## src/hw/rtl/assert_macros.svh

```systemverilog
// Assertion macros for the RTL of the timecode parser.
// Depends on nothing; the file that includes it supplies clk and arst_n.
`ifndef ASSERT_MACROS_SVH
`define ASSERT_MACROS_SVH

`ifndef SYNTHESIS

// Checked on every clock edge while reset is released.
`define TC_ASSERT(label, prop) \
	label: assert property (@(posedge clk) disable iff (!arst_n) (prop)) \
		else $error("timecode parser assertion failed");

// Checked on every clock edge, also during reset.
`define TC_ASSERT_ALWAYS(label, prop) \
	label: assert property (@(posedge clk) (prop)) \
		else $error("timecode parser assertion failed");

`else

`define TC_ASSERT(label, prop)
`define TC_ASSERT_ALWAYS(label, prop)

`endif

`endif

```

## src/hw/rtl/tctms_pkg.sv

```systemverilog
// Types and constants of the timecode parser.
// Used by the front, queue, back and top-level modules; depends on nothing.
package tctms_pkg;

	// Operations that the front hands to the back.
	typedef enum logic [1:0] {
		OP_DIGIT,
		OP_COLON,
		OP_POINT,
		OP_END
	} op_code_t;

	// One queued operation; digit is meaningful for OP_DIGIT only.
	typedef struct packed {
		op_code_t   code;
		logic [3:0] digit;
	} op_t;

	// Back-end sequencer states.
	typedef enum logic [1:0] {
		BK_RUN,
		BK_SCALE_PT,
		BK_SCALE_END
	} back_state_t;

	// Characters with a meaning.
	localparam logic [7:0] CHAR_COLON  = 8'h3A;
	localparam logic [7:0] CHAR_PERIOD = 8'h2E;
	localparam logic [7:0] CHAR_COMMA  = 8'h2C;
	localparam logic [7:0] CHAR_ZERO   = 8'h30;
	localparam logic [7:0] CHAR_NINE   = 8'h39;

	// Largest time that can be reported, in milliseconds.
	localparam logic [30:0] MAX_TIME_MS = 31'd2145599994;

	// Fraction weight codes: none seen, and digits that no longer count.
	localparam logic [2:0] FW_NONE = 3'd0;
	localparam logic [2:0] FW_ZERO = 3'd4;

endpackage

```

## src/hw/rtl/timecode_text_to_milliseconds.sv

```systemverilog
// Timecode text parser: characters in, one millisecond time per text out.
// Throughput: one character per cycle while item_stall is low; a point or an end of text
// without one adds a scale step in the back end.
// An end-of-text request passes the front stage, the queue and the result register before
// its result shows; without a point, the scale step comes in between as well.
// Reset clears the queue, the time state and the result valid flag at once.
`include "assert_macros.svh"

module timecode_text_to_milliseconds #(
	parameter int QUEUE_DEPTH = 4
) (
	input  logic        clk,
	input  logic        arst_n,
	input  logic        item_valid,
	output logic        item_stall,
	input  logic        kind,
	input  logic [7:0]  character,
	output logic        result_valid,
	input  logic        result_stall,
	output logic [30:0] time_ms
);
	import tctms_pkg::*;

	localparam int CNT_W = $clog2(QUEUE_DEPTH + 1);

	logic             push;
	op_t              push_op;
	logic             queue_full;
	logic             pop;
	op_t              head_op;
	logic             head_valid;
	logic [CNT_W-1:0] queue_count;

	tctms_front u_front (
		.clk        (clk),
		.arst_n     (arst_n),
		.item_valid (item_valid),
		.item_stall (item_stall),
		.kind       (kind),
		.character  (character),
		.push       (push),
		.push_op    (push_op),
		.queue_full (queue_full)
	);

	tctms_queue #(
		.DEPTH (QUEUE_DEPTH)
	) u_queue (
		.clk        (clk),
		.arst_n     (arst_n),
		.push       (push),
		.push_op    (push_op),
		.pop        (pop),
		.head_op    (head_op),
		.head_valid (head_valid),
		.full       (queue_full),
		.count      (queue_count)
	);

	tctms_back u_back (
		.clk          (clk),
		.arst_n       (arst_n),
		.head_op      (head_op),
		.head_valid   (head_valid),
		.pop          (pop),
		.result_valid (result_valid),
		.result_stall (result_stall),
		.time_ms      (time_ms)
	);

	// The back never takes from an empty queue, and the queue never overfills.
	`TC_ASSERT(a_pop_nonempty, pop |-> queue_count != '0)
	`TC_ASSERT(a_count_bound, queue_count <= CNT_W'(QUEUE_DEPTH))
	// A full queue pushes back on the front.
	`TC_ASSERT(a_full_no_push, queue_full |-> !push)
	// A shown result is always within the reportable range.
	`TC_ASSERT(a_result_range, result_valid |-> time_ms <= MAX_TIME_MS)

endmodule

```

## src/hw/rtl/tctms_front.sv

```systemverilog
// Front end of the timecode parser: accepts requests and classifies them.
// Depends on tctms_pkg; feeds the operation queue.
module tctms_front (
	input  logic            clk,
	input  logic            arst_n,
	input  logic            item_valid,
	output logic            item_stall,
	input  logic            kind,
	input  logic [7:0]      character,
	output logic            push,
	output tctms_pkg::op_t  push_op,
	input  logic            queue_full
);
	import tctms_pkg::*;

	logic valid_s1;
	op_t  op_s1;
	op_t  op_class;
	logic keep;
	logic accept;

	// Classify the incoming request; bytes without a meaning are dropped.
	always_comb begin
		op_class.code  = OP_END;
		op_class.digit = 4'd0;
		keep           = 1'b1;
		if (kind) begin
			op_class.code = OP_END;
		end else if (character == CHAR_COLON) begin
			op_class.code = OP_COLON;
		end else if (character == CHAR_PERIOD || character == CHAR_COMMA) begin
			op_class.code = OP_POINT;
		end else if (character >= CHAR_ZERO && character <= CHAR_NINE) begin
			op_class.code  = OP_DIGIT;
			op_class.digit = 4'(character - CHAR_ZERO);
		end else begin
			keep = 1'b0;
		end
	end

	// The stage holds one operation until the queue takes it.
	assign push       = valid_s1 && !queue_full;
	assign push_op    = op_s1;
	assign item_stall = valid_s1 && queue_full;
	assign accept     = item_valid && !item_stall;

	always_ff @(posedge clk or negedge arst_n) begin
		if (!arst_n) begin
			valid_s1 <= 1'b0;
		end else if (accept && keep) begin
			valid_s1 <= 1'b1;
		end else if (push) begin
			valid_s1 <= 1'b0;
		end
	end

	always_ff @(posedge clk) begin
		if (accept && keep) begin
			op_s1 <= op_class;
		end
	end

endmodule

```

## src/hw/rtl/tctms_queue.sv

```systemverilog
// Short operation queue between the front and the back of the parser.
// Depends on tctms_pkg for the operation type.
module tctms_queue #(
	parameter int DEPTH = 4
) (
	input  logic                          clk,
	input  logic                          arst_n,
	input  logic                          push,
	input  tctms_pkg::op_t                push_op,
	input  logic                          pop,
	output tctms_pkg::op_t                head_op,
	output logic                          head_valid,
	output logic                          full,
	output logic [$clog2(DEPTH + 1)-1:0]  count
);
	import tctms_pkg::*;

	localparam int PTR_W = $clog2(DEPTH);
	localparam int CNT_W = $clog2(DEPTH + 1);

	op_t              slots_q [DEPTH];
	logic [PTR_W-1:0] wr_ptr_q;
	logic [PTR_W-1:0] rd_ptr_q;
	logic [CNT_W-1:0] count_q;

	function automatic logic [PTR_W-1:0] next_ptr(input logic [PTR_W-1:0] p);
		next_ptr = (p == PTR_W'(DEPTH - 1)) ? '0 : p + PTR_W'(1);
	endfunction

	assign head_op    = slots_q[rd_ptr_q];
	assign head_valid = (count_q != '0);
	assign full       = (count_q == CNT_W'(DEPTH));
	assign count      = count_q;

	// Pointers and fill count.
	always_ff @(posedge clk or negedge arst_n) begin
		if (!arst_n) begin
			wr_ptr_q <= '0;
			rd_ptr_q <= '0;
			count_q  <= '0;
		end else begin
			if (push) begin
				wr_ptr_q <= next_ptr(wr_ptr_q);
			end
			if (pop) begin
				rd_ptr_q <= next_ptr(rd_ptr_q);
			end
			if (push && !pop) begin
				count_q <= count_q + CNT_W'(1);
			end else if (pop && !push) begin
				count_q <= count_q - CNT_W'(1);
			end
		end
	end

	// Entry storage.
	always_ff @(posedge clk) begin
		if (push) begin
			slots_q[wr_ptr_q] <= push_op;
		end
	end

endmodule

```

## src/hw/rtl/tctms_back.sv

```systemverilog
// Back end of the timecode parser: runs queued operations on the time state.
// Depends on tctms_pkg; drives the registered result port.
module tctms_back (
	input  logic            clk,
	input  logic            arst_n,
	input  tctms_pkg::op_t  head_op,
	input  logic            head_valid,
	output logic            pop,
	output logic            result_valid,
	input  logic            result_stall,
	output logic [30:0]     time_ms
);
	import tctms_pkg::*;

	back_state_t state_q;
	back_state_t state_d;
	logic [31:0] acc_q;
	logic [31:0] acc_d;
	logic [31:0] group_q;
	logic [31:0] group_d;
	logic [2:0]  fw_q;
	logic [2:0]  fw_d;
	logic        res_valid_q;
	logic [30:0] res_time_q;
	logic        emit;
	logic [31:0] emit_time;
	logic        out_free;

	logic [38:0] fold_sum;
	logic [31:0] fold_sat;
	logic [41:0] scale_prod;
	logic [31:0] scale_sat;
	logic [35:0] group_sum;
	logic [31:0] group_sat;
	logic [9:0]  weight;
	logic [9:0]  frac_term;
	logic [32:0] frac_sum;
	logic [31:0] frac_sat;

	// Saturating base-60 fold, millisecond scaling, digit accumulation.
	always_comb begin
		fold_sum   = {7'd0, acc_q} * 39'd60 + {7'd0, group_q};
		fold_sat   = (|fold_sum[38:32]) ? '1 : fold_sum[31:0];
		scale_prod = {10'd0, acc_q} * 42'd1000;
		scale_sat  = (|scale_prod[41:32]) ? '1 : scale_prod[31:0];
		group_sum  = {4'd0, group_q} * 36'd10 + {32'd0, head_op.digit};
		group_sat  = (|group_sum[35:32]) ? '1 : group_sum[31:0];
		unique case (fw_q)
			3'd1:    weight = 10'd100;
			3'd2:    weight = 10'd10;
			3'd3:    weight = 10'd1;
			default: weight = 10'd0;
		endcase
		frac_term = {6'd0, head_op.digit} * weight;
		frac_sum  = {1'b0, acc_q} + {23'd0, frac_term};
		frac_sat  = frac_sum[32] ? '1 : frac_sum[31:0];
	end

	assign out_free = !res_valid_q || !result_stall;

	// Sequencer: next state and state updates.
	always_comb begin
		state_d   = state_q;
		acc_d     = acc_q;
		group_d   = group_q;
		fw_d      = fw_q;
		pop       = 1'b0;
		emit      = 1'b0;
		emit_time = acc_q;
		unique case (state_q)
			BK_RUN: begin
				if (head_valid) begin
					unique case (head_op.code)
						OP_DIGIT: begin
							pop = 1'b1;
							if (fw_q == FW_NONE) begin
								group_d = group_sat;
							end else begin
								acc_d = frac_sat;
								if (fw_q < FW_ZERO) begin
									fw_d = fw_q + 3'd1;
								end
							end
						end
						OP_COLON: begin
							pop     = 1'b1;
							acc_d   = fold_sat;
							group_d = '0;
						end
						OP_POINT: begin
							pop     = 1'b1;
							acc_d   = fold_sat;
							state_d = BK_SCALE_PT;
						end
						OP_END: begin
							if (fw_q == FW_NONE) begin
								pop     = 1'b1;
								acc_d   = fold_sat;
								state_d = BK_SCALE_END;
							end else if (out_free) begin
								pop       = 1'b1;
								emit      = 1'b1;
								emit_time = acc_q;
								acc_d     = '0;
								group_d   = '0;
								fw_d      = FW_NONE;
							end
						end
						default: begin
						end
					endcase
				end
			end
			BK_SCALE_PT: begin
				acc_d   = scale_sat;
				group_d = '0;
				fw_d    = 3'd1;
				state_d = BK_RUN;
			end
			BK_SCALE_END: begin
				if (out_free) begin
					emit      = 1'b1;
					emit_time = scale_sat;
					acc_d     = '0;
					group_d   = '0;
					fw_d      = FW_NONE;
					state_d   = BK_RUN;
				end
			end
			default: begin
				state_d = BK_RUN;
			end
		endcase
	end

	// State registers.
	always_ff @(posedge clk or negedge arst_n) begin
		if (!arst_n) begin
			state_q     <= BK_RUN;
			acc_q       <= '0;
			group_q     <= '0;
			fw_q        <= FW_NONE;
			res_valid_q <= 1'b0;
		end else begin
			state_q <= state_d;
			acc_q   <= acc_d;
			group_q <= group_d;
			fw_q    <= fw_d;
			if (emit) begin
				res_valid_q <= 1'b1;
			end else if (!result_stall) begin
				res_valid_q <= 1'b0;
			end
		end
	end

	// Result register, clamped to the largest reportable time.
	always_ff @(posedge clk) begin
		if (emit) begin
			res_time_q <= (emit_time > {1'b0, MAX_TIME_MS}) ? MAX_TIME_MS : emit_time[30:0];
		end
	end

	assign result_valid = res_valid_q;
	assign time_ms      = res_time_q;

endmodule

```

## config.mk

```make
export PLATFORM = sky130hd
export DESIGN_NAME = timecode_text_to_milliseconds
export DESIGN_NICKNAME = d
export VERILOG_FILES = /design/src/hw/rtl/tctms_pkg.sv /design/src/hw/rtl/timecode_text_to_milliseconds.sv /design/src/hw/rtl/tctms_front.sv /design/src/hw/rtl/tctms_queue.sv /design/src/hw/rtl/tctms_back.sv
export VERILOG_INCLUDE_DIRS = /design/src /design/src/hw/rtl
export SDC_FILE = /design/constraint.sdc
export NUM_CORES = 1
export LEC_CHECK = 0
export BUFFER_PORTS_ARGS = -buffer_cell sky130_fd_sc_hd__buf_2
export CAP_MARGIN = 25
export CORE_MARGIN = 2
export CORE_UTILIZATION = 60
export CTS_CLUSTER_DIAMETER = 150
export DETAILED_ROUTE_END_ITERATION = 7
export GPL_TIMING_DRIVEN = 1
export PLACE_DENSITY_LB_ADDON = 0.12
export SETUP_SLACK_MARGIN = 0.1
export SLEW_MARGIN = 15
export SYNTH_ARGS = -nofsm -noshare
export SYNTH_HDL_FRONTEND = slang
export SYNTH_SLANG_ARGS = --single-unit
```

## constraint.sdc

```tcl
create_clock -name clk -period 14.3 [get_ports clk]
set_input_delay 2.145 -clock clk [delete_from_list [all_inputs] [get_ports clk]]
set_output_delay 2.145 -clock clk [all_outputs]
set_load 0.005 [all_outputs]
```

==> parameters.txt, run 1 <==
Parameter                              Value

Outcome
  Run status ... complete, no violations

Detailed routing
  Detailed-routed wire length on met3 ... 5.968 mm
  Number of vias per cell after detailed routing ... between 6 and 7
  Starting DRC count in detailed routing ... between 1500 and 2000
  Overall routed net length ... about 71 mm
  Detailed-route via count ... 20242
  Drt first pass iters ... 8
  Residual DRC ... 0
  Detail Route Antenna Nets ... 0
  Post-route met1 wirelength ... 29.11 mm
  Highest metal layer used by the detailed router ... met4
  Wire per inst ... about 23 µm
  Met2 layer wire length in the routed design ... around 33 mm

Global route
  Aggregate global routing overflow ... 0
  Global-route wire length before repair ... about 110 mm
  Number of global-route vias before repair ... 20100
  Total routing resource utilization after global routing ... 0.3747
  Antenna violations before repair ... 1
  Pin count of the biggest net entering global routing ... 56

Setup path
  Number of gates on the worst path with buffers counted ... 19
  Sort of element at the end of the critical path ... register
  Crit path DAT ... between 8000 and 9000 ps
  Cell-by-cell trace of the critical path ... inv_1 > fa_1 > fa_1 > fa_1 > fa_1 > inv_1 > ha_1 > and3_1 > nand2_1 > a21oi_1 > o211ai_1 > a211oi_1 > a22oi_1 > nor4_2 > and2_1 > nand3_1 > a21oi_1 > and3_1 > o21ai_0
  Longest individual stage delay on the worst path ... 860 ps
  Worst reg-to-reg path cell count ... 19
  Number of buffers and inverters on the critical path ... 2
  Critical path fanouts, max ... 18
  Startpoint types ... register
  Req. time, crit path ... around 14000 ps
  Type of the worst setup path ... register to register
  Slowest stage cell on the critical path ... sky130_fd_sc_hd__nor4_2
  Cell type group with the largest total delay on the critical path ... simple AND/OR/NAND/NOR gates
  Dominant cell type by count on the critical path ... sky130_fd_sc_hd__fa_1

Timing
  Final period util ... 0.5902
  Worst clock skew ... ~17 ps
  Final setup violating endpoints ... 0
  Rel. slew slack ... 0.2658
  Highest Clock Rate ... approximately 120 MHz
  Number of pins with negative max-slew slack in the final report ... 0
  Post-route minimum period ... 8440 ps
  Sum of negative setup slack ... 0 ps
  Unrepaired setup endpoints after global routing ... no
  Final Hold Viols ... 0
  Slew at the pin closest to its max-slew limit ... 1098 ps

Synthesis
  Synthesized instance count ... approximately 2600
  Cell accounting for the most synthesized area ... sky130_fd_sc_hd__fa_1
  Syn avg cell area ... 8.548 µm²
  Count of distinct cell types in the synthesized netlist ... around 110
  Share of flip-flops with an asynchronous set or reset after synthesis ... 0.5612
  Number of warnings printed during yosys synthesis ... 0
  Post-synth EDFFs ... between 60 and 70
  Top area cells in the synthesized netlist ... sky130_fd_sc_hd__fa_1, sky130_fd_sc_hd__ha_1, sky130_fd_sc_hd__dfrtp_1, sky130_fd_sc_hd__edfxtp_1, sky130_fd_sc_hd__inv_1
  Post-synthesis instance area ... 22060 µm²
  Post-synthesis sequential element count ... 139
  Fraction of the yosys area taken by sequential cells ... 0.1715
  Post-synth net total ... 3008
  Flip-flop cell with the highest count after synthesis ... sky130_fd_sc_hd__dfrtp_1
  Synth top area share ... 0.1452

Die
  I/O pin cnt ... 46
  Die area ... 38320 µm²
  Die Span Y ... 195.8 µm
  Total core area ... ~36000 µm²
  Die W ... 195.8 µm
  Starting Density ... 0.6055
  Rows ... 70

Placed design
  Final HPWL from detailed placement ... 56.91 mm
  Final RePlAce weighted congestion ... between 1 and 1.5
  Count of placed standard cells including taps ... 3014
  Port Buf Inserts ... 45
  Total placed instance area ... 22620 µm²

Cells and area
  Post-route cell area ... ~23000 µm²
  Fraction of layout cells with a size suffix above 1 ... 0.05855
  Fill cell total of the finished layout ... ~3100
  Layout area overhead ... 5.393%
  Post-Route Utilization ... 0.6382
  Post-route insts no fill ... 3047
  Post-layout net count ... 2993
  Count of antenna diodes in the layout ... 0

Clocking
  TritonCTS Buffers ... 17
  Post-CTS sizing ... 0
  Sinks on Clock Net ... 139
  Clk_lat worst skew ... between 400 and 500 ps
  Clock transition at the registers of the reported paths ... 80 ps
  Clock tree buffer depth ... 2
  Buffer count from post-CTS setup fixing ... 0
  CTS tree ... built
  Number of levels the H-tree was split into ... 4
  Hold buffers post-CTS ... 0
  Root Buffer ... sky130_fd_sc_hd__clkbuf_16

Run
  # Max-Cap Violations ... 0

Min path
  Number of cells on the worst hold path ... 0
  Path category of the worst min-delay check ... register to register
==> state kept, by name, indices dropped and copies added, names as in the netlist, 2 cells and up <==
signal,cells
u_back.time_ms,31
u_front.push_op,6
u_back.fw_q,3
u_queue.wr_ptr_q,2
u_back.state_q,2
u_back.acc_q,32
u_queue.count,3
u_back.group_q,32
u_queue.rd_ptr_q,2
u_queue.slots_q,24
==> layer usage <==
metal | vias to the layer above | global-route usage
met5 | - | 0
li1 | 9338 | -
met3 | 176 | 0.06636
met2 | 976 | 0.6175
met1 | 9752 | 0.4913
met4 | 0 | 0.1507
==> final cells by class <==
class / instances / area (µm²) / share of cell area
Inverter: 298 / 1119 / 0.04811
Timing Repair Buffer: 60 / 360.3 / 0.01550
Clock buffer: 17 / 425.4 / 0.01830
Clock inverter: 15 / 201.4 / 0.008663
Multi-Input combinational cell: 2050 / 16780 / 0.7215
Sequential cell: 139 / 3784 / 0.1627
Tap cell: 468 / 585.6 / 0.02518
==> final timing paths <==
| path | from | end | slack, ps |
|---|---|---|---|
| min in group asynchronous | arst_n | u_back.acc_q[22] | 1620 |
| max in group asynchronous | arst_n | u_back.group_q[11] | 11510 |
| worst max register to register | u_back.acc_q[6] | u_back.time_ms[8] | 5860 |
| worst min-delay path | u_front.push_op[0] | u_queue.slots_q[1][0] | 520 |
| worst max-delay path | u_back.acc_q[6] | u_back.time_ms[8] | 5860 |
| worst min register to register | u_front.push_op[0] | u_queue.slots_q[1][0] | 520 |
==> worst reg2reg max path, delay by kind of cell (launching register included) <==
kind | cells | cell delay (ps)
AO/OA/AOI/OAI | 6 | 1880
AND/OR/NAND/NOR | 6 | 2770
buffers and inverters | 2 | 330
flip-flops | 1 | 630
adder cells (fa/ha/maj) | 5 | 2530
==> kinds of logic after synthesis <==
| kind of cell | share of synthesized area |
|---|---|
| buf+inv | 0.06845 |
| compound gates | 0.2497 |
| flops | 0.1715 |
| simple gates | 0.1480 |
| fa+ha+maj | 0.2892 |
| mux | 0.01089 |
| xor+xnor | 0.06227 |
==> placed cells by master, fill, tap and decap left out, drive strengths merged, types with 21 or more instances in the layout <==
cell     instances
a2111oi         25
a211oi          43
a21o            72
a21oi          207
a22oi           23
and2            30
and3            32
buf             60
dfrtp           78
edfxtp          61
fa             160
ha             254
inv            304
nand2          182
nand3           55
nand4           41
nor2           137
nor3            37
o211ai          46
o21a            26
o21ai          193
o22ai           21
xnor2           93
xor2            63
==> Yosys cell counts (10+ instances only) <==
master	count
sky130_fd_sc_hd__clkbuf_1	70
sky130_fd_sc_hd__o21a_1	26
sky130_fd_sc_hd__a21o_1	72
sky130_fd_sc_hd__nor2_1	136
sky130_fd_sc_hd__ha_1	254
sky130_fd_sc_hd__nand2b_1	18
sky130_fd_sc_hd__and2_1	29
sky130_fd_sc_hd__xor2_1	62
sky130_fd_sc_hd__a31oi_1	13
sky130_fd_sc_hd__a221oi_1	12
sky130_fd_sc_hd__edfxtp_1	61
sky130_fd_sc_hd__o21ai_1	21
sky130_fd_sc_hd__dfrtp_1	78
sky130_fd_sc_hd__a21boi_0	10
sky130_fd_sc_hd__xnor2_1	93
sky130_fd_sc_hd__and3_1	32
sky130_fd_sc_hd__fa_1	160
sky130_fd_sc_hd__nor4_1	14
sky130_fd_sc_hd__nand4_1	41
sky130_fd_sc_hd__inv_1	296
sky130_fd_sc_hd__o22ai_1	21
sky130_fd_sc_hd__nor2b_1	19
sky130_fd_sc_hd__nand2_1	180
sky130_fd_sc_hd__nor3_1	37
sky130_fd_sc_hd__buf_2	18
sky130_fd_sc_hd__or3_1	18
sky130_fd_sc_hd__o31a_1	10
sky130_fd_sc_hd__a2111oi_0	21
sky130_fd_sc_hd__a22oi_1	23
sky130_fd_sc_hd__a211oi_1	42
sky130_fd_sc_hd__a21oi_1	205
sky130_fd_sc_hd__o21bai_1	11
sky130_fd_sc_hd__o21ai_0	168
sky130_fd_sc_hd__o211ai_1	46
sky130_fd_sc_hd__nand3_1	54
sky130_fd_sc_hd__and4_1	14
sky130_fd_sc_hd__o31ai_1	12
==> metrics by stage <==
stage / hold slack [ps] / setup WS (ps)
finish: 521.5 / 5860
global route: 531.5 / 5126
CTS: 505.7 / 6071
detailed placement: 490.5 / 6120
global placement: 480.0 / 6186
floorplan: 458.7 / 7510
Power of run 1 is left out: the tool's default activity adds up to more than one toggle a clock period on the data nets, which glitch-free logic cannot reach.
==> inputs of run 2 (changes only) <==
--- a/config.mk
+++ b/config.mk
@@ -6,6 +6,7 @@
 export SDC_FILE = /design/constraint.sdc
 export NUM_CORES = 1
 export LEC_CHECK = 0
+export ABC_AREA = 1
 export BUFFER_PORTS_ARGS = -buffer_cell sky130_fd_sc_hd__buf_2
 export CAP_MARGIN = 25
 export CORE_MARGIN = 2
==> constraint.sdc (replaced) <==
create_clock -name clk -period 7.95 [get_ports clk]
set_input_delay 1.1925 -clock clk [delete_from_list [all_inputs] [get_ports clk]]
set_output_delay 1.1925 -clock clk [all_outputs]
set_load 0.005 [all_outputs]
==> run 2 against run 1 <==
Flip-flop and latch count is the same. Via count grew 23%. Worst setup slack lost 5400 ps. Count of clock-buffer cells in the layout grew 3. First-iteration DRC count grew 65%. Sequential share of layout area shrank 1.7 points. Highest routed layer unchanged. Die area grew 11%.
==> parameters.txt, run 2 <==
Parameter                              Value

Timing
  Post-route minimum period ... 7483 ps (was 8440 ps)
  Slew at the pin closest to its max-slew limit ... 902.5 ps (was 1098 ps)
  Final Hold Viols ... 0 (unchanged)
  Unrepaired setup endpoints after global routing ... no (unchanged)
  Final setup violating endpoints ... 0 (unchanged)
  Sum of negative setup slack ... 0 ps (unchanged)
  Rel. slew slack ... 0.3969 (was 0.2658)
  Number of pins with negative max-slew slack in the final report ... 0 (unchanged)
  Worst clock skew ... 13.73 ps (was 16.53 ps)
  Highest Clock Rate ... 133.6 MHz (was 118.5 MHz)
  Final period util ... 0.9412 (was 0.5902)

Detailed routing
  Highest metal layer used by the detailed router ... met4 (unchanged)
  Detailed-route via count ... 24869 (was 20242)
  Overall routed net length ... 81.98 mm (was 70.61 mm)
  Post-route met1 wirelength ... 34.07 mm (was 29.11 mm)
  Residual DRC ... 0 (unchanged)
  Number of vias per cell after detailed routing ... 5.940 (was 6.643)
  Drt first pass iters ... 6 (was 8)
  Detail Route Antenna Nets ... 0 (unchanged)
  Starting DRC count in detailed routing ... 2963 (was 1792)
  Met2 layer wire length in the routed design ... 36.31 mm (was 32.63 mm)
  Detailed-routed wire length on met3 ... 7.938 mm (was 5.968 mm)
  Wire per inst ... 19.58 µm (was 23.17 µm)

Setup path
  Sort of element at the end of the critical path ... register (unchanged)
  Slowest stage cell on the critical path ... sky130_fd_sc_hd__fa_1 (was sky130_fd_sc_hd__nor4_2)
  Longest individual stage delay on the worst path ... 710 ps (was 860 ps)
  Dominant cell type by count on the critical path ... sky130_fd_sc_hd__nand2_1 (was sky130_fd_sc_hd__fa_1)
  Type of the worst setup path ... register to register (unchanged)
  Critical path fanouts, max ... 20 (was 18)
  Startpoint types ... register (unchanged)
  Req. time, crit path ... 8180 ps (was 14460 ps)
  Crit path DAT ... 7710 ps (was 8600 ps)

Synthesis
  Leading cell types by count after synthesis ... sky130_fd_sc_hd__nand2_1, sky130_fd_sc_hd__inv_1, sky130_fd_sc_hd__nor2_1 (was sky130_fd_sc_hd__inv_1, sky130_fd_sc_hd__ha_1, sky130_fd_sc_hd__a21oi_1)
  Share of flip-flops with an asynchronous set or reset after synthesis ... 0.5612 (unchanged)
  Synth top area share ... 0.1569 (was 0.1452)
  Post-synthesis sequential element count ... 139 (unchanged)
  Post-synthesis instance area ... 24470 µm² (was 22060 µm²)
  Number of warnings printed during yosys synthesis ... 0 (unchanged)
  Syn avg cell area ... 6.755 µm² (was 8.548 µm²)
  Post-synth net total ... 4050 (was 3008)
  Flip-flop cell with the highest count after synthesis ... sky130_fd_sc_hd__dfrtp_1 (unchanged)
  Top area cells in the synthesized netlist ... sky130_fd_sc_hd__nand2_1, sky130_fd_sc_hd__fa_1, sky130_fd_sc_hd__ha_1, sky130_fd_sc_hd__inv_1, sky130_fd_sc_hd__dfrtp_1 (was sky130_fd_sc_hd__fa_1, sky130_fd_sc_hd__ha_1, sky130_fd_sc_hd__dfrtp_1, sky130_fd_sc_hd__edfxtp_1, sky130_fd_sc_hd__inv_1)
  Cell accounting for the most synthesized area ... sky130_fd_sc_hd__nand2_1 (was sky130_fd_sc_hd__fa_1)
  Synthesized instance count ... 3623 (was 2581)
  Fraction of the yosys area taken by sequential cells ... 0.1546 (was 0.1715)
  Count of distinct cell types in the synthesized netlist ... 60 (was 105)
  Most frequent cell after synthesis ... sky130_fd_sc_hd__nand2_1 (was sky130_fd_sc_hd__inv_1)
  Post-synth EDFFs ... 61 (unchanged)

Cells and area
  Post-route cell area ... 25920 µm² (was 23250 µm²)
  Commonest cells after routing, fill and taps aside ... sky130_fd_sc_hd__nand2_1, sky130_fd_sc_hd__inv_1, sky130_fd_sc_hd__nor2_1 (was sky130_fd_sc_hd__inv_1, sky130_fd_sc_hd__ha_1, sky130_fd_sc_hd__a21oi_1)
  Post-layout net count ... 4076 (was 2993)
  Leading cell type in the layout, fill and taps excluded ... sky130_fd_sc_hd__nand2_1 (was sky130_fd_sc_hd__inv_1)
  Count of antenna diodes in the layout ... 0 (unchanged)
  Layout area overhead ... 5.916% (was 5.393%)
  Seq. cell area ... 3784 µm² (unchanged)
  Registers with the most flip-flops ... u_back.acc_q: 32 flops, u_back.group_q: 32 flops, u_back.time_ms: 31 flops (unchanged)
  Area used by multi-input combinational logic ... 17980 µm² (was 16780 µm²)
  Fraction of layout cells with a size suffix above 1 ... 0.06554 (was 0.05855)
  Fill cell total of the finished layout ... 3671 (was 3146)

Clocking
  Hold buffers post-CTS ... 0 (unchanged)
  Sinks on Clock Net ... 139 (unchanged)
  Clock tree buffer depth ... 2 (unchanged)
  Buffer count from post-CTS setup fixing ... 0 (unchanged)
  Root Buffer ... sky130_fd_sc_hd__clkbuf_16 (unchanged)
  Clock transition at the registers of the reported paths ... 70 ps (was 80 ps)
  TritonCTS Buffers ... 17 (unchanged)
  CTS tree ... built (unchanged)
  Number of levels the H-tree was split into ... 4 (unchanged)
  Clk_lat worst skew ... 490 ps (was 470 ps)

Global route
  Number of global-route vias before repair ... 24394 (was 20100)
  Pin count of the biggest net entering global routing ... 65 (was 56)
  Total routing resource utilization after global routing ... 0.3991 (was 0.3747)
  Global-route wire length before repair ... 130.7 mm (was 111.9 mm)
  Aggregate global routing overflow ... 0 (unchanged)
  Antenna violations before repair ... 0 (was 1)

Die
  Starting Density ... 0.6117 (was 0.6055)
  Total core area ... 40010 µm² (was 36430 µm²)
  I/O pin cnt ... 46 (unchanged)
  Die W ... 206.0 µm (was 195.8 µm)
  Die Span Y ... 206.0 µm (was 195.8 µm)
  Die area ... 42420 µm² (was 38320 µm²)
  Rows ... 73 (was 70)

Min path
  Path category of the worst min-delay check ... register to register (unchanged)

Placed design
  Total placed instance area ... 25340 µm² (was 22620 µm²)
  Port Buf Inserts ... 45 (unchanged)
  Final RePlAce weighted congestion ... 1.001 (was 1.007)
  Final HPWL from detailed placement ... 67.45 mm (was 56.91 mm)

Run
  # Max-Cap Violations ... 0 (unchanged)

Outcome
  Run status ... complete, no violations (unchanged)
## run 2: cell types whose count changed after synthesis, sizes merged, moves of 31 or more
cell | previous run | this run
o21ai | 193 | 124
clkbuf | 71 | 40
xnor2 | 93 | 50
nand2 | 182 | 1052
a21o | 72 | 18
a211oi | 43 | 5
o211ai | 46 | 7
nand3 | 55 | 170
nor2 | 137 | 332
inv | 296 | 631
## run 2: area by class of cell
type,count,share of cell area
clock buffer,20,0.01685
clock inverter,12,0.005358
inverter,635,0.09210
multi-input combinational,2778,0.6937
sequential,139,0.1460
tap,525,0.02534
timing repair buffer,78,0.02066
## run 2: worst paths after layout
kind,slack [ps],cells after the start,from,endpoint
max,470,29,u_back.acc_q[10],u_back.time_ms[29]
max reg2reg,470,29,u_back.acc_q[10],u_back.time_ms[29]
min in group asynchronous,700,1,arst_n,u_back.group_q[7]
max in group asynchronous,6130,2,arst_n,u_queue.count[2]
min reg2reg,500,0,u_front.push_op[0],u_queue.slots_q[3][0]
min,500,0,u_front.push_op[0],u_queue.slots_q[3][0]
## run 2: timing repair
item | in CTS | in global routing
setup endpoints to repair | 0 | 18
endpoints found under the hold margin | 0 | 0
gates resized for setup | 0 | 2
## run 2: logic make-up (layout without fill, tap and decap cells)
family	count (synthesis)	in the layout	share of synthesized area
and+or+nand+nor	1717	1717	0.2964
buffers and inverters	706	745	0.1120
AOI/OAI and AO/OA	504	504	0.1237
adders and majority gates	414	414	0.2607
xor gates and xnor gates	142	142	0.05205
DFF	139	139	0.1546
muxes	1	1	0.0004601
## run 2: routing by layer
| layer | up-vias | GRT usage |
|---|---|---|
| met5 | - | 0 |
| met4 | 0 | 0.1737 |
| met3 | 241 | 0.08641 |
| met2 | 1322 | 0.6272 |
| met1 | 11688 | 0.5299 |
| li1 | 11618 | - |
## run 2: critical path, delay by kind of cell (launching register included)
| family | cells | cell delay (ps) |
|---|---|---|
| compound gates | 1 | 340 |
| fa+ha+maj | 5 | 2580 |
| buf+inv | 2 | 450 |
| flops | 1 | 540 |
| simple gates | 21 | 3300 |
## run 2: metrics by stage
step | utilization | hold slack [ps] | instances | worst slack (ps)
2_1_floorplan | - | 458.7 | 3623 | 2434
5_1_grt | 0.6479 | 526.7 | 4187 | 136.7
6_report | 0.6479 | 496.9 | 4187 | 467.4
3_3_place_gp | 0.6311 | 469.1 | 4152 | 756.0
4_1_cts | 0.6477 | 496.9 | 4187 | 594.5
3_5_place_dp | 0.6333 | 484.2 | 4155 | 619.4
Power of run 2 is left out for the same reason.
